### config.mk
export PLATFORM = sky130hd
export DESIGN_NAME = iso_datetime_text_parser
export DESIGN_NICKNAME = d
export VERILOG_FILES = /design/src/rtl/idtp_pkg.sv /design/src/rtl/idtp_front.sv /design/src/rtl/idtp_back.sv /design/src/rtl/iso_datetime_text_parser.sv
export SDC_FILE = /design/constraint.sdc
export NUM_CORES = 1
export LEC_CHECK = 0
export CAP_MARGIN = 20
export CORE_MARGIN = 3
export CORE_UTILIZATION = 60
export DETAILED_ROUTE_END_ITERATION = 8
export DONT_BUFFER_PORTS = 1
export PLACE_DENSITY = 0.83
export SYNTH_ARGS = -nofsm -noshare
export SYNTH_HDL_FRONTEND = slang
export SYNTH_SLANG_ARGS = --single-unit
export TNS_END_PERCENT = 10
### constraint.sdc
create_clock -name i_clk -period 22.5 [get_ports i_clk]
set_input_delay 1.125 -clock i_clk [delete_from_list [all_inputs] [get_ports i_clk]]
set_output_delay 1.125 -clock i_clk [all_outputs]
set_load 0.02 [all_outputs]
### src/rtl/idtp_pkg.sv
// Package with the shared types, codes and tables of the timestamp text parser.
`timescale 1ns / 1ps
`default_nettype none

package idtp_pkg;

    localparam logic [1:0] ST_OK      = 2'd0;
    localparam logic [1:0] ST_INVALID = 2'd1;
    localparam logic [1:0] ST_RANGE   = 2'd2;

    localparam logic [5:0] IDX_SAT   = 6'd33;
    localparam logic [5:0] FIXED_LEN = 6'd19;

    typedef struct packed {
        logic [7:0] text_byte;
        logic       last_byte;
    } t_in_item;

    typedef struct packed {
        logic [1:0]         status;
        logic [5:0]         end_position;
        logic [13:0]        year;
        logic [3:0]         month;
        logic [4:0]         day;
        logic [4:0]         hour;
        logic [5:0]         minute;
        logic [5:0]         second;
        logic [19:0]        micros;
        logic signed [11:0] offset_minutes;
    } t_out_item;

    // Character classes that the parser distinguishes.
    typedef enum logic [2:0] {
        CLS_DIGIT,
        CLS_DASH,
        CLS_PLUS,
        CLS_T,
        CLS_COLON,
        CLS_DOT,
        CLS_Z,
        CLS_OTHER
    } t_cls;

    typedef struct packed {
        t_cls       cls;
        logic [3:0] digit;
        logic       last;
    } t_token;

    // Days in a month of a common year; month codes outside 1 to 12 give 31.
    function automatic logic [4:0] month_days(input logic [3:0] month);
        logic [4:0] days;
        unique case (month)
            4'd2:                      days = 5'd28;
            4'd4, 4'd6, 4'd9, 4'd11:   days = 5'd30;
            default:                   days = 5'd31;
        endcase
        return days;
    endfunction

endpackage

`default_nettype wire

### src/rtl/idtp_front.sv
// Front end: accepts text bytes, classifies them and queues the tokens.
`timescale 1ns / 1ps
`default_nettype none

module idtp_front
    import idtp_pkg::*;
#(
    parameter int DEPTH = 4
) (
    input  wire logic     i_clk,
    input  wire logic     i_rst_n,
    input  wire logic     i_valid,
    output logic          o_ready,
    input  wire t_in_item i_item,
    input  wire logic     i_pop,
    output logic          o_tok_valid,
    output t_token        o_tok
);

    localparam int PTR_W = (DEPTH > 1) ? $clog2(DEPTH) : 1;
    localparam int CNT_W = $clog2(DEPTH + 1);

    t_token             r_mem [DEPTH];
    logic [PTR_W-1:0]   r_wr, n_wr;
    logic [PTR_W-1:0]   r_rd, n_rd;
    logic [CNT_W-1:0]   r_cnt, n_cnt;
    logic               push;
    t_token             tok_in;

    always_comb begin
        tok_in.digit = i_item.text_byte[3:0];
        tok_in.last  = i_item.last_byte;
        unique case (i_item.text_byte)
            8'h30, 8'h31, 8'h32, 8'h33, 8'h34,
            8'h35, 8'h36, 8'h37, 8'h38, 8'h39: tok_in.cls = CLS_DIGIT;
            8'h2D:   tok_in.cls = CLS_DASH;
            8'h2B:   tok_in.cls = CLS_PLUS;
            8'h54:   tok_in.cls = CLS_T;
            8'h3A:   tok_in.cls = CLS_COLON;
            8'h2E:   tok_in.cls = CLS_DOT;
            8'h5A:   tok_in.cls = CLS_Z;
            default: tok_in.cls = CLS_OTHER;
        endcase
    end

    assign o_ready     = (r_cnt != CNT_W'(DEPTH));
    assign push        = i_valid && o_ready;
    assign o_tok_valid = (r_cnt != '0);
    assign o_tok       = r_mem[r_rd];

    always_comb begin
        n_wr  = r_wr;
        n_rd  = r_rd;
        n_cnt = r_cnt;
        if (push) begin
            n_wr = (r_wr == PTR_W'(DEPTH - 1)) ? '0 : r_wr + 1'b1;
        end
        if (i_pop) begin
            n_rd = (r_rd == PTR_W'(DEPTH - 1)) ? '0 : r_rd + 1'b1;
        end
        unique case ({push, i_pop})
            2'b10:   n_cnt = r_cnt + 1'b1;
            2'b01:   n_cnt = r_cnt - 1'b1;
            default: n_cnt = r_cnt;
        endcase
    end

    always_ff @(posedge i_clk) begin
        if (!i_rst_n) begin
            r_wr  <= '0;
            r_rd  <= '0;
            r_cnt <= '0;
        end else begin
            r_wr  <= n_wr;
            r_rd  <= n_rd;
            r_cnt <= n_cnt;
        end
    end

    always_ff @(posedge i_clk) begin
        if (push) begin
            r_mem[r_wr] <= tok_in;
        end
    end

endmodule

`default_nettype wire

### src/rtl/idtp_back.sv
// Back end: runs the parse state machine on queued tokens and holds the result register.
`timescale 1ns / 1ps
`default_nettype none

module idtp_back
    import idtp_pkg::*;
(
    input  wire logic   i_clk,
    input  wire logic   i_rst_n,
    input  wire logic   i_tok_valid,
    input  wire t_token i_tok,
    output logic        o_pop,
    output logic        o_out_valid,
    input  wire logic   i_out_ready,
    output t_out_item   o_out_data
);

    typedef enum logic [9:0] {
        PH_FIXED     = 10'b00_0000_0001,
        PH_SELECT    = 10'b00_0000_0010,
        PH_FRAC      = 10'b00_0000_0100,
        PH_OFF_H1    = 10'b00_0000_1000,
        PH_OFF_H2    = 10'b00_0001_0000,
        PH_OFF_COLON = 10'b00_0010_0000,
        PH_OFF_M1    = 10'b00_0100_0000,
        PH_OFF_M2    = 10'b00_1000_0000,
        PH_DONE      = 10'b01_0000_0000,
        PH_ERROR     = 10'b10_0000_0000
    } t_phase;

    t_phase      r_phase, n_phase;
    logic [5:0]  r_idx, n_idx;
    logic [19:0] r_acc, n_acc;
    logic [2:0]  r_cnt, n_cnt;
    logic [13:0] r_year, n_year;
    logic [3:0]  r_month, n_month;
    logic [4:0]  r_day, n_day;
    logic [4:0]  r_hour, n_hour;
    logic [5:0]  r_min, n_min;
    logic [5:0]  r_sec, n_sec;
    logic [19:0] r_micros, n_micros;
    logic [6:0]  r_offh, n_offh;
    logic        r_neg, n_neg;
    logic [5:0]  r_off_start, n_off_start;
    logic [1:0]  r_err_code, n_err_code;
    logic [5:0]  r_err_idx, n_err_idx;
    logic [3:0]  r_tens, n_tens;
    logic        r_hi_div4, n_hi_div4;
    logic        r_leap, n_leap;

    logic        r_out_valid;
    t_out_item   r_out;
    t_out_item   out_next;

    logic        is_dig;
    logic [19:0] acc_mac;
    logic [6:0]  year_lo;
    logic        lit_pos;
    t_cls        lit_cls;
    logic        hit;
    logic [1:0]  f_code;
    logic [5:0]  f_pos;
    logic [4:0]  dim;
    logic [1:0]  fin_code;
    logic [5:0]  fin_pos;
    logic [11:0] off_mag;
    logic        done_text;

    // Weight of the last fraction digit in microseconds.
    function automatic logic [16:0] frac_scale(input logic [2:0] count);
        logic [16:0] s;
        unique case (count)
            3'd1:    s = 17'd100000;
            3'd2:    s = 17'd10000;
            3'd3:    s = 17'd1000;
            3'd4:    s = 17'd100;
            3'd5:    s = 17'd10;
            default: s = 17'd1;
        endcase
        return s;
    endfunction

    assign o_pop     = i_tok_valid && (!i_tok.last || !r_out_valid || i_out_ready);
    assign done_text = o_pop && i_tok.last;
    assign is_dig    = (i_tok.cls == CLS_DIGIT);
    assign acc_mac   = 20'(r_acc * 20'd10 + {16'd0, i_tok.digit});
    assign year_lo   = 7'(r_tens * 7'd10 + {3'd0, i_tok.digit});

    always_comb begin
        lit_pos = 1'b1;
        unique case (r_idx)
            6'd4, 6'd7:   lit_cls = CLS_DASH;
            6'd10:        lit_cls = CLS_T;
            6'd13, 6'd16: lit_cls = CLS_COLON;
            default: begin
                lit_cls = CLS_DIGIT;
                lit_pos = 1'b0;
            end
        endcase
    end

    always_comb begin
        n_phase     = r_phase;
        n_acc       = r_acc;
        n_cnt       = r_cnt;
        n_year      = r_year;
        n_month     = r_month;
        n_day       = r_day;
        n_hour      = r_hour;
        n_min       = r_min;
        n_sec       = r_sec;
        n_micros    = r_micros;
        n_offh      = r_offh;
        n_neg       = r_neg;
        n_off_start = r_off_start;
        n_err_code  = r_err_code;
        n_err_idx   = r_err_idx;
        n_tens      = r_tens;
        n_hi_div4   = r_hi_div4;
        n_leap      = r_leap;
        hit         = 1'b0;
        f_code      = ST_INVALID;
        f_pos       = r_idx;
        dim         = 5'd31;

        unique case (r_phase)
            PH_FIXED: begin
                if (r_idx >= FIXED_LEN) begin
                    hit = 1'b1;
                end else if (lit_pos) begin
                    if (i_tok.cls != lit_cls) begin
                        hit = 1'b1;
                    end
                end else if (!is_dig) begin
                    hit = 1'b1;
                end else begin
                    n_acc = acc_mac;
                    unique case (r_idx)
                        6'd1: n_hi_div4 = (acc_mac[1:0] == 2'd0);
                        6'd2: n_tens = i_tok.digit;
                        6'd3: begin
                            if (acc_mac == 20'd0) begin
                                hit = 1'b1; f_code = ST_RANGE; f_pos = 6'd0;
                            end else begin
                                n_year = acc_mac[13:0];
                                n_acc  = '0;
                                // Century years are leap only when the century divides by four.
                                n_leap = (year_lo == 7'd0) ? r_hi_div4 : (year_lo[1:0] == 2'd0);
                            end
                        end
                        6'd6: begin
                            if (acc_mac == 20'd0 || acc_mac > 20'd12) begin
                                hit = 1'b1; f_code = ST_RANGE; f_pos = 6'd5;
                            end else begin
                                n_month = acc_mac[3:0];
                                n_acc   = '0;
                            end
                        end
                        6'd9: begin
                            if (acc_mac == 20'd0 || acc_mac > 20'd31) begin
                                hit = 1'b1; f_code = ST_RANGE; f_pos = 6'd8;
                            end else begin
                                n_day = acc_mac[4:0];
                                n_acc = '0;
                            end
                        end
                        6'd12: begin
                            if (acc_mac > 20'd23) begin
                                hit = 1'b1; f_code = ST_RANGE; f_pos = 6'd11;
                            end else begin
                                n_hour = acc_mac[4:0];
                                n_acc  = '0;
                            end
                        end
                        6'd15: begin
                            if (acc_mac > 20'd59) begin
                                hit = 1'b1; f_code = ST_RANGE; f_pos = 6'd14;
                            end else begin
                                n_min = acc_mac[5:0];
                                n_acc = '0;
                            end
                        end
                        6'd18: begin
                            if (acc_mac > 20'd59) begin
                                hit = 1'b1; f_code = ST_RANGE; f_pos = 6'd17;
                            end else begin
                                n_sec = acc_mac[5:0];
                                n_acc = '0;
                            end
                        end
                        default: ;
                    endcase
                end
                if (r_idx == FIXED_LEN - 6'd1) begin
                    n_phase = PH_SELECT;
                end
            end
            PH_SELECT, PH_FRAC: begin
                if (r_phase == PH_SELECT && i_tok.cls == CLS_DOT) begin
                    n_phase = PH_FRAC;
                    n_cnt   = '0;
                    n_acc   = '0;
                end else if (r_phase == PH_FRAC && is_dig) begin
                    if (r_cnt >= 3'd6) begin
                        hit = 1'b1; f_code = ST_RANGE;
                    end else begin
                        n_acc = acc_mac;
                        n_cnt = r_cnt + 3'd1;
                    end
                end else if (r_phase == PH_FRAC && r_cnt == 3'd0) begin
                    hit = 1'b1;
                end else begin
                    if (r_phase == PH_FRAC) begin
                        n_micros = 20'(r_acc * frac_scale(r_cnt));
                    end
                    // The offset designator follows the seconds or the fraction.
                    unique case (i_tok.cls)
                        CLS_Z: begin
                            n_offh  = '0;
                            n_neg   = 1'b0;
                            n_acc   = '0;
                            n_phase = PH_DONE;
                        end
                        CLS_PLUS, CLS_DASH: begin
                            n_neg       = (i_tok.cls == CLS_DASH);
                            n_off_start = r_idx;
                            n_acc       = '0;
                            n_phase     = PH_OFF_H1;
                        end
                        default: hit = 1'b1;
                    endcase
                end
            end
            PH_OFF_H1, PH_OFF_H2, PH_OFF_M1, PH_OFF_M2: begin
                if (!is_dig) begin
                    hit = 1'b1;
                end else begin
                    n_acc = acc_mac;
                    unique case (r_phase)
                        PH_OFF_H1: n_phase = PH_OFF_H2;
                        PH_OFF_H2: begin
                            n_offh  = acc_mac[6:0];
                            n_acc   = '0;
                            n_phase = PH_OFF_COLON;
                        end
                        PH_OFF_M1: n_phase = PH_OFF_M2;
                        default: begin
                            if (r_offh > 7'd23 || acc_mac > 20'd59) begin
                                hit = 1'b1; f_code = ST_RANGE; f_pos = r_off_start;
                            end else begin
                                n_phase = PH_DONE;
                            end
                        end
                    endcase
                end
            end
            PH_OFF_COLON: begin
                if (i_tok.cls != CLS_COLON) begin
                    hit = 1'b1;
                end else begin
                    n_phase = PH_OFF_M1;
                end
            end
            PH_DONE: begin
                hit = 1'b1;
            end
            default: ;
        endcase

        n_idx = (r_idx < IDX_SAT) ? r_idx + 6'd1 : r_idx;

        // End-of-text checks run only while no error has been seen.
        if (i_tok.last && !hit && r_err_code == ST_OK) begin
            dim = (r_month == 4'd2 && r_leap) ? 5'd29 : month_days(r_month);
            if (n_phase != PH_DONE) begin
                hit = 1'b1; f_code = ST_INVALID; f_pos = n_idx;
            end else if (r_day > dim) begin
                hit = 1'b1; f_code = ST_RANGE; f_pos = 6'd8;
            end
        end

        if (hit) begin
            n_phase    = PH_ERROR;
            n_err_code = f_code;
            n_err_idx  = f_pos;
        end
    end

    always_comb begin
        fin_code = n_err_code;
        fin_pos  = n_err_idx;
        off_mag  = 12'(n_offh * 12'd60 + n_acc[11:0]);
        out_next = '0;
        out_next.status = fin_code;
        if (fin_code == ST_OK) begin
            out_next.end_position   = n_idx;
            out_next.year           = n_year;
            out_next.month          = n_month;
            out_next.day            = n_day;
            out_next.hour           = n_hour;
            out_next.minute         = n_min;
            out_next.second         = n_sec;
            out_next.micros         = n_micros;
            out_next.offset_minutes = n_neg ? -off_mag : off_mag;
        end else begin
            out_next.end_position = fin_pos;
        end
    end

    // Every text starts from the same cleared state, after reset and after its last byte.
    always_ff @(posedge i_clk) begin
        if (!i_rst_n || done_text) begin
            r_phase     <= PH_FIXED;
            r_idx       <= '0;
            r_acc       <= '0;
            r_cnt       <= '0;
            r_year      <= '0;
            r_month     <= '0;
            r_day       <= '0;
            r_hour      <= '0;
            r_min       <= '0;
            r_sec       <= '0;
            r_micros    <= '0;
            r_offh      <= '0;
            r_neg       <= 1'b0;
            r_off_start <= '0;
            r_err_code  <= ST_OK;
            r_err_idx   <= '0;
            r_tens      <= '0;
            r_hi_div4   <= 1'b0;
            r_leap      <= 1'b0;
        end else if (o_pop) begin
            r_phase     <= n_phase;
            r_idx       <= n_idx;
            r_acc       <= n_acc;
            r_cnt       <= n_cnt;
            r_year      <= n_year;
            r_month     <= n_month;
            r_day       <= n_day;
            r_hour      <= n_hour;
            r_min       <= n_min;
            r_sec       <= n_sec;
            r_micros    <= n_micros;
            r_offh      <= n_offh;
            r_neg       <= n_neg;
            r_off_start <= n_off_start;
            r_err_code  <= n_err_code;
            r_err_idx   <= n_err_idx;
            r_tens      <= n_tens;
            r_hi_div4   <= n_hi_div4;
            r_leap      <= n_leap;
        end
    end

    always_ff @(posedge i_clk) begin
        if (!i_rst_n) begin
            r_out_valid <= 1'b0;
        end else if (done_text) begin
            r_out_valid <= 1'b1;
        end else if (i_out_ready) begin
            r_out_valid <= 1'b0;
        end
    end

    always_ff @(posedge i_clk) begin
        if (done_text) begin
            r_out <= out_next;
        end
    end

    assign o_out_valid = r_out_valid;
    assign o_out_data  = r_out;

endmodule

`default_nettype wire

### src/rtl/iso_datetime_text_parser.sv
// Top level of the strict ISO 8601 date-time text parser.
// Usage:
//   The input channel carries one text byte per transfer, with last_byte set on
//   the final byte of a timestamp. Texts follow each other without gaps.
//   The output channel carries one result per text, sent after its last byte:
//   status, end or error position, and the parsed fields (zero unless ok).
// Timing:
//   One byte is taken per cycle while the token queue has room. Each byte is
//   queued at its transfer and parsed from the head of the queue; the result
//   register is loaded when the last byte is parsed. The per-byte phase update
//   of the parse state machine sets this rate.
// Stalls:
//   When the receiver holds off a result, the parser keeps the next last-byte
//   token at the head of the queue; other bytes keep flowing until the queue of
//   FIFO_DEPTH entries fills, then o_in_ready drops.
// Reset:
//   Synchronous reset empties the queue, clears the result valid flag and puts
//   the parser at the first year digit. The parser also returns there after
//   every last byte.
`timescale 1ns / 1ps
`default_nettype none

module iso_datetime_text_parser
    import idtp_pkg::*;
#(
    parameter int FIFO_DEPTH = 4
) (
    input  wire logic     i_clk,
    input  wire logic     i_rst_n,
    input  wire logic     i_in_valid,
    output logic          o_in_ready,
    input  wire t_in_item i_in_data,
    output logic          o_out_valid,
    input  wire logic     i_out_ready,
    output t_out_item     o_out_data
);

    logic   tok_valid;
    t_token tok;
    logic   pop;

    idtp_front #(
        .DEPTH (FIFO_DEPTH)
    ) u_front (
        .i_clk       (i_clk),
        .i_rst_n     (i_rst_n),
        .i_valid     (i_in_valid),
        .o_ready     (o_in_ready),
        .i_item      (i_in_data),
        .i_pop       (pop),
        .o_tok_valid (tok_valid),
        .o_tok       (tok)
    );

    idtp_back u_back (
        .i_clk       (i_clk),
        .i_rst_n     (i_rst_n),
        .i_tok_valid (tok_valid),
        .i_tok       (tok),
        .o_pop       (pop),
        .o_out_valid (o_out_valid),
        .i_out_ready (i_out_ready),
        .o_out_data  (o_out_data)
    );

endmodule

`default_nettype wire
==> flow_summary.json, run 1 <==
{
  "cpPeakStageDelay_ns": 0.81,
  "n_fill_cell": 2632,
  "crit_arrival_ns": 8.70,
  "holdPathStages": 2,
  "gp_congestion": 1.035,
  "seqPwrFrac": 0.297,
  "postCtsHoldBufs": 0,
  "core_area_mm2": 0.03378,
  "grt_usage": 0.3075,
  "post-cts-setup-buffer-count": 0,
  "ctsLongestPathBuffers": 3,
  "period_share": 0.3749,
  "layout_min_cycle_time_ns": 8.436,
  "area_delta_synth_final_pct": 5.748,
  "routed_wl_um": 56550,
  "r2r_end": "u_back.o_out_data[11]",
  "p_leak_nw": 8.989,
  "p_clk_frac": 0.171,
  "drive_gt1_frac": 0.07059,
  "worst_slew_pin_slew_ns": 1.103,
  "cp-end-kind": "register",
  "clock_sinks": 249,
  "grt_max_degree": 91,
  "slew_viol_final": 0,
  "switchingPower_mw": 1.295,
  "crit_required_ns": 22.76,
  "drc": 0,
  "finClkSkew_ns": 0.02730,
  "gr-total-overflow": 0,
  "critPathLaunch": "u_back.r_acc[1]",
  "hold-path-endpoint": "u_back.r_micros[15]",
  "async_flop_share": 0,
  "clk_pin_slew_ns": 0.06,
  "finalHoldViolCount": 0,
  "fin_cells": 2743,
  "critical_path_class": "register to register",
  "ctsResizeCount": 0,
  "grt_setup_unrepaired": "no",
  "setup_viol": 0,
  "die_x_um": 191.9,
  "intPower_mw": 1.284,
  "wl_per_cell_um": 20.62,
  "timing.rr.start": "u_back.r_acc[1]",
  "worstPathMaxFanout": 16,
  "p_sw_frac": 0.5020,
  "grt_pass1_wl_um": 90330,
  "ir_drop_mv": 0.1270,
  "ant_nets": 0,
  "initial_core_util": 0.6141,
  "first_iter_violations": 1781,
  "ys_seq_area_frac": 0.2943,
  "worstHoldStart": "u_back.r_micros[15]",
  "synth_cell_types": 95,
  "synth_area_per_cell_um2": 8.869,
  "pwr-share-comb": 0.532,
  "crit_slowest_cell": "dfxtp_1",
  "relSlewSlack": 0.2618,
  "nNetsFinal": 2569,
  "dp.cells": 2696,
  "synth_nets": 2632,
  "max_freq_ghz": 0.1185,
  "synth_edf_count": 112,
  "synthesis.area_mm2": 0.02074,
  "num_antenna_cells": 0,
  "placed_area_mm2": 0.02106,
  "clockRootBuffer": "clkbuf_16",
  "final_cell_area_mm2": 0.02194,
  "cts_tree": "done",
  "io_pins": 95,
  "synth_warnings": 0,
  "worst_slack_ns": 14.06,
  "maxCapViolations": 0,
  "first_global_vias": 17020,
  "port_buffers": 0,
  "cts_buffers": 25,
  "synthCells": 2339,
  "rows": 67,
  "r2r_cells": 27,
  "r2r_slack_ns": 14.06,
  "vias": 17251,
  "outcome": "finished, final reports clean",
  "synth-seq-cells": 249,
  "dpl_worst_slack_ns": 14.20,
  "drt_pass1_iterations": 7,
  "dp_hpwl_um": 41930,
  "dieArea_mm2": 0.03684,
  "finalSetupTns_ns": 0,
  "ctsHtreeMaxLevel": 1,
  "crit_path_frequent_cell": "ha_1",
  "ys.flop_type": "dfxtp_1",
  "die_height_um": 191.9,
  "start_kind": "register",
  "routed_via_density": 6.289,
  "p_per_area_mw_per_mm2": 117.6,
  "worstSkewPairLatency_ns": 0.55,
  "grt_antenna_before_repair": 0,
  "hp-class": "register to register"
}
==> power by group through the flow <==
| stage | Sequential, mW | Clock (mW) | Combinational [mW] |
|---|---|---|---|
| after floorplan | 0.716 | 0 | 1.03 |
| after detailed placement | 0.772 | 0 | 1.34 |
| after global routing | 0.778 | 0.459 | 1.49 |
| final | 0.766 | 0.440 | 1.37 |
| after CTS | 0.764 | 0.443 | 1.34 |
| after global placement | 0.768 | 0 | 1.30 |
==> placed cells by master (no fill, tap or decap), types with 7 or more instances in the layout <==
master / instances
a31oi_1: 20
fa_1: 137
and3_1: 28
nand2b_1: 22
nor3_1: 41
nand3_1: 55
inv_1: 222
nor4_1: 12
nor2b_1: 19
a21o_1: 21
o21a_1: 9
ha_1: 143
a21boi_0: 7
o21ai_0: 64
o22ai_1: 8
mux4_2: 8
nor2_1: 219
or2_2: 14
dfxtp_1: 137
o31ai_1: 7
o21bai_1: 12
a211oi_1: 48
buf_4: 25
clkbuf_16: 25
a21oi_1: 170
edfxtp_1: 112
xnor2_1: 79
nand4_1: 13
nand2_1: 301
a22oi_1: 8
or3_1: 13
xor2_1: 25
nor2_4: 30
and2_1: 47
mux2i_1: 42
==> per-layer routing <==
metal / track usage / routed length [um]
met5: 0.008242 / 0
met2: 0.5022 / 26640
met4: 0.1366 / 2694
met1: 0.3972 / 22560
met3: 0.05986 / 4656
==> sequential cells by signal, indices dropped and copies added (netlist names), 6 cells and up, named ones only <==
register / flops
u_back.r_idx: 6
u_back.r_phase: 10
u_back.r_err_idx: 6
u_back.r_min: 6
u_back.r_year: 14
u_front.r_mem: 32
u_back.r_offh: 7
u_back.r_acc: 20
u_back.o_out_data: 80
u_back.r_off_start: 6
u_back.r_micros: 20
u_back.r_sec: 6
==> cell families after synthesis <==
group	Yosys count	synth area share
AOI/OAI and AO/OA	459	0.1466
xor gates and xnor gates	104	0.04391
adders and majority gates	280	0.2185
buffers and inverters	340	0.06448
DFF	249	0.2943
muxes	56	0.03239
and+or+nand+nor	851	0.1998
==> cells in the mapped netlist (14+ instances only) <==
| library cell | count | area, um2 |
|---|---|---|
| dfxtp_1 | 137 | 2743 |
| o21ai_0 | 64 | 320.3 |
| nand3_1 | 55 | 275.3 |
| and2_1 | 47 | 294.0 |
| a211oi_1 | 49 | 367.9 |
| a21o_1 | 21 | 157.7 |
| nor2b_1 | 19 | 118.9 |
| edfxtp_1 | 112 | 3363 |
| nand2b_1 | 22 | 137.6 |
| fa_1 | 137 | 2743 |
| nand2_1 | 302 | 1134 |
| clkbuf_1 | 94 | 352.8 |
| mux2i_1 | 42 | 420.4 |
| nor3_1 | 44 | 220.2 |
| or2_2 | 14 | 87.58 |
| nor2_4 | 30 | 337.8 |
| and3_1 | 28 | 175.2 |
| xor2_1 | 25 | 219.0 |
| ha_1 | 143 | 1789 |
| inv_1 | 224 | 840.8 |
| a21oi_1 | 170 | 850.8 |
| nor2_1 | 219 | 822.0 |
| xnor2_1 | 79 | 691.9 |
| a31oi_1 | 20 | 125.1 |
==> critical path: cells and delay by family (launching register included) <==
| kind | cells | cell delay, ns |
|---|---|---|
| adder cells (fa/ha/maj) | 5 | 1.75 |
| AND/OR/NAND/NOR | 12 | 3.21 |
| XOR/XNOR | 3 | 0.76 |
| flip-flops | 1 | 0.81 |
| AO/OA/AOI/OAI | 7 | 1.63 |
==> worst max-delay path by stage <==
stage	end	cells after the start
after floorplan	u_back.o_out_data[11]	31
after global placement	u_back.o_out_data[11]	27
after detailed placement	u_back.o_out_data[11]	27
after CTS	u_back.o_out_data[11]	27
after global routing	u_back.o_out_data[11]	28
final	u_back.o_out_data[11]	27
==> through the flow <==
stage	hold WS, ns	power (mW)	util
global placement	0.4360	2.065	0.6235
detailed placement	0.4426	2.108	0.6235
floorplan	0.4268	1.749	-
CTS	0.4518	2.551	0.6491
global route	0.4770	2.722	0.6493
finish	0.4532	2.579	0.6493
==> final cells by class <==
type | count | area (um2) | share of cell area
Clock inverter | 15 | 197.7 | 0.009012
Timing Repair Buffer | 26 | 195.2 | 0.008897
Sequential cell | 249 | 6106 | 0.2783
Inverter | 224 | 842.1 | 0.03838
Multi-Input combinational cell | 1750 | 13370 | 0.6094
Clock buffer | 31 | 668.1 | 0.03046
Tap cell | 448 | 560.5 | 0.02555
Power figures use the tool's default switching activity.
==> run 2: changes to the inputs <==
PLACE_DENSITY = 0.86   (was 0.83)
clock period = 7.3 ns   (was 22.5 ns; I/O delays follow)
==> flow_summary.json, run 2 (synthesis gave the netlist of run 1 again) <==
{
  "outcome": "finished, final reports clean",
  "final_common_cell": "nand2_1",
  "cpPeakStageDelay_ns": 0.46,
  "nNetsFinal": 2636,
  "clock_sinks": 249,
  "worst_slew_pin_slew_ns": 1.109,
  "initial_core_util": 0.6141,
  "ctsHtreeMaxLevel": 1,
  "switchingPower_mw": 4.105,
  "drt_pass1_iterations": 6,
  "port_buffers": 0,
  "relSlewSlack": 0.2606,
  "die_height_um": 191.9,
  "routed_wl_um": 59080,
  "r2r_cells": 27,
  "cts_buffers": 25,
  "dp_hpwl_um": 43120,
  "num_antenna_cells": 0,
  "routed_via_density": 6.325,
  "die_x_um": 191.9,
  "mostFrequentLayoutCells": "nand2_1 (301), inv_1 (222), nor2_1 (216)",
  "worstSkewPairLatency_ns": 0.54,
  "critical_path_class": "register to register",
  "ctsLongestPathBuffers": 3,
  "largest_register_ffs": 80,
  "grt_pass1_wl_um": 92890,
  "wl_per_cell_um": 21.02,
  "p_per_area_mw_per_mm2": 365.0,
  "placed_area_mm2": 0.02148,
  "setup_viol": 0,
  "layout_min_cycle_time_ns": 7.066,
  "grt_setup_unrepaired": "yes",
  "clockRootBuffer": "clkbuf_16",
  "finalHoldViolCount": 0,
  "intPower_mw": 4.156,
  "clk_pin_slew_ns": 0.08,
  "p_clk_frac": 0.170,
  "finClkSkew_ns": 0.01633,
  "p_sw_frac": 0.4969,
  "grt_usage": 0.3172,
  "maxCapViolations": 0,
  "start_kind": "register",
  "crit_arrival_ns": 7.35,
  "cp-end-kind": "register",
  "gp_congestion": 0.9862,
  "n_fill_cell": 2513,
  "max_freq_ghz": 0.1415,
  "first_global_vias": 17520,
  "slew_viol_final": 0,
  "seqPwrFrac": 0.274,
  "grt_antenna_before_repair": 0,
  "crit_required_ns": 7.59,
  "worstPathMaxFanout": 9,
  "crit_path_frequent_cell": "ha_1",
  "gr-total-overflow": 0,
  "drc": 0,
  "grt_max_degree": 80,
  "holdPathStages": 1,
  "final_cell_area_mm2": 0.02263,
  "drive_gt1_frac": 0.1050,
  "core_area_mm2": 0.03378,
  "ant_nets": 0,
  "first_iter_violations": 1875,
  "crit_slowest_cell": "a221oi_1",
  "area_delta_synth_final_pct": 9.107,
  "finish.utilization": 0.6700,
  "period_share": 0.9679,
  "dieArea_mm2": 0.03684,
  "rows": 67,
  "vias": 17772,
  "io_pins": 95,
  "pwr-share-comb": 0.556,
  "p_leak_nw": 9.351,
  "hp-class": "primary input to register",
  "ir_drop_mv": 0.5397,
  "cts_tree": "done"
}
==> run 2: through the flow <==
| stage | setup slack [ns] | power [mW] | hold WS (ns) | TNS, ns | std cells |
|---|---|---|---|---|---|
| floorplan | 0.1808 | 5.391 | 0.4268 | 0 | 2339 |
| global placement | 0.1786 | 6.506 | 0.4335 | 0 | 2749 |
| detailed placement | -0.04022 | 6.632 | 0.4439 | -0.04022 | 2749 |
| CTS | 0.01142 | 8.073 | 0.01167 | 0 | 2801 |
| global route | -0.04551 | 8.681 | 0.003250 | -0.1086 | 2810 |
| finish | 0.2344 | 8.261 | 0.01839 | 0 | 2810 |
==> run 2: area by class of cell <==
type	instances	area, um2	area share
multi-input combinational	1750	13510	0.5969
clock buffer	32	661.9	0.02924
timing repair buffer	93	738.2	0.03261
clock inverter	14	211.5	0.009342
inverter	224	842.1	0.03720
tap	448	560.5	0.02477
sequential	249	6110	0.2699
==> run 2: worst paths after layout <==
check	from	endpoint	slack (ns)
max	u_back.r_acc[6]	u_back.o_out_data[11]	0.23
min	i_rst_n	register	0.02
max reg2reg	u_back.r_acc[6]	u_back.o_out_data[11]	0.23
min reg2reg	u_back.r_micros[1]	u_back.r_micros[1]	0.46
==> run 2: what timing repair did <==
item | in CTS | in global routing
setup buffers | 0 | 8
resized for setup | 3 | 32
endpoints found under the hold margin | 29 | 0
hold buffers | 6 | 0
pin swaps | 1 | 9
endpoints found under the setup margin | 3 | 11
==> run 2: routing by layer <==
| layer | routed length [um] | global-route usage | vias to the layer above |
|---|---|---|---|
| met5 | 0 | 0 | - |
| met4 | 3113 | 0.1411 | 0 |
| met3 | 5327 | 0.05895 | 212 |
| met2 | 27740 | 0.5216 | 1008 |
| met1 | 22900 | 0.4091 | 8529 |
| li1 | - | - | 8023 |
==> run 2: power groups by stage <==
stage	registers (mW)	clock network, mW	logic (mW)
6_report	2.26	1.40	4.60
5_1_grt	2.29	1.45	4.93
4_1_cts	2.26	1.40	4.41
3_5_place_dp	2.28	0	4.35
3_3_place_gp	2.27	0	4.24
2_1_floorplan	2.21	0	3.18
==> run 2: worst max-delay path: cells and delay by family (launching register included) <==
family | cells | cell delay, ns
compound gates | 11 | 2.63
simple gates | 9 | 1.84
fa+ha+maj | 4 | 1.36
flops | 1 | 0.41
xor+xnor | 2 | 0.32
mux | 1 | 0.24
==> run 3: changes to the inputs <==
CORE_MARGIN = 2   (was 3)
==> flow_summary.json, run 3 (synthesis gave the netlist of run 1 again) <==
{
  "outcome": "finished, final reports clean",
  "worst_slew_pin_slew_ns": 1.100,
  "finalSetupTns_ns": 0,
  "drt_pass1_iterations": 5,
  "ctsLongestPathBuffers": 3,
  "routed_via_density": 6.215,
  "dp.cells": 2759,
  "first_iter_violations": 1684,
  "initial_core_util": 0.6050,
  "finalPower_mw": 8.251,
  "crit_arrival_ns": 7.35,
  "ir_drop_mv": 0.3663,
  "port_buffers": 0,
  "r2r_slack_ns": 0.23,
  "timing.rr.start": "u_back.r_acc[1]",
  "cts_tree": "done",
  "routed_wl_um": 57690,
  "gr-total-overflow": 0,
  "setup_viol": 0,
  "layout_min_cycle_time_ns": 7.065,
  "num_antenna_cells": 0,
  "ant_nets": 0,
  "period_share": 0.9679,
  "critPathLaunch": "u_back.r_acc[1]",
  "dp_hpwl_um": 42910,
  "critical_path_class": "register to register",
  "clock_sinks": 249,
  "nNetsFinal": 2638,
  "p_leak_nw": 9.369,
  "drive_gt1_frac": 0.1082,
  "maxCapViolations": 0,
  "io_pins": 95,
  "crit_path_frequent_cell": "ha_1",
  "gp_congestion": 1.034,
  "finalHoldViolCount": 0,
  "vias": 17526,
  "worstPathMaxFanout": 8,
  "cp-end-kind": "register",
  "wl_per_cell_um": 20.46,
  "grt_usage": 0.3188,
  "grt_pass1_wl_um": 91580,
  "dieArea_mm2": 0.03608,
  "die_x_um": 189.9,
  "mostFrequentLayoutCells": "nand2_1 (301), inv_1 (222), nor2_1 (218)",
  "drc": 0,
  "worstHoldStart": "i_rst_n",
  "worstSkewPairLatency_ns": 0.55,
  "clockRootBuffer": "clkbuf_16",
  "max_freq_ghz": 0.1415,
  "clk_pin_slew_ns": 0.06,
  "die_height_um": 189.9,
  "n_fill_cell": 2562,
  "relSlewSlack": 0.2665,
  "crit_required_ns": 7.58,
  "finClkSkew_ns": 0.01398,
  "rows": 68,
  "ctsHtreeMaxLevel": 1,
  "core_area_mm2": 0.03429,
  "hp-class": "primary input to register",
  "finish.utilization": 0.6598,
  "grt_setup_unrepaired": "yes",
  "p_per_area_mw_per_mm2": 364.7,
  "grt_antenna_before_repair": 0,
  "cpPeakStageDelay_ns": 0.49,
  "fin_cells": 2820,
  "final_common_cell": "nand2_1",
  "largest_register_ffs": 80,
  "crit_slowest_cell": "or4_1",
  "start_kind": "register",
  "first_global_vias": 17606,
  "grt_max_degree": 82,
  "slew_viol_final": 0,
  "cts_buffers": 26,
  "area_delta_synth_final_pct": 9.047
}
[run 3: cell types whose count changed in the layout (fill, tap and decap cells not counted), moves of 3 or more]
cell      change
clkbuf_1      -5
buf_4         +3
a21oi_2       +3
clkinv_1      +3
a21oi_1       -3
clkinv_2      +3
[run 3: final cells by class]
cell class | count | area [um2] | area share
clock inverter | 19 | 193.9 | 0.008573
clock buffer | 29 | 693.2 | 0.03064
sequential | 249 | 6108 | 0.2700
timing repair buffer | 94 | 720.7 | 0.03186
tap | 455 | 569.3 | 0.02517
inverter | 224 | 842.1 | 0.03722
multi-input combinational | 1750 | 13490 | 0.5965
[run 3: critical path, delay by kind of cell, from the launching register on]
family	cells	cell delay, ns
AOI/OAI and AO/OA	12	2.26
xor gates and xnor gates	2	0.33
adders and majority gates	5	1.63
DFF	1	0.32
and+or+nand+nor	9	2.27
[run 3: worst paths after layout]
| check | end | depth (start not counted) |
|---|---|---|
| setup / recovery | u_back.o_out_data[11] | 28 |
| hold / removal | u_back.r_acc[3] | 1 |
| setup reg to reg | u_back.o_out_data[11] | 28 |
| hold reg to reg | u_back.r_micros[4] | 2 |
[run 3: power breakdown]
part           internal (mW)  switching (mW)  leakage, nW  total [mW]
logic                   1.49            3.12         6.76        4.61
clock network          0.797           0.581        0.445        1.38
registers               1.85           0.409         2.16        2.26
[run 3: timing repair]
item,4_1_cts,5_1_grt
setup endpoints to repair,0,14
gates resized for setup,0,36
setup buffers,0,6
hold buffers,6,0
endpoints found under the hold margin,30,0
[run 3: stage by stage]
step           setup WS (ns)  hold slack [ns]  cell area [um2]
2_1_floorplan         0.1808           0.4268            20740
3_3_place_gp          0.2748           0.4350            21480
3_5_place_dp         0.09637           0.4397            21480
4_1_cts              0.06735         0.002083            22430
5_1_grt              -0.1155         0.001241            22620
6_report              0.2346         0.007304            22620
[run 3: metal layers]
layer | global-route usage | part of all wire | up-vias
li1 | - | - | 8018
met1 | 0.3934 | 0.39 | 8396
met2 | 0.5376 | 0.47 | 900
met3 | 0.06512 | 0.085 | 212
met4 | 0.1485 | 0.056 | 0
met5 | 0 | 0 | -
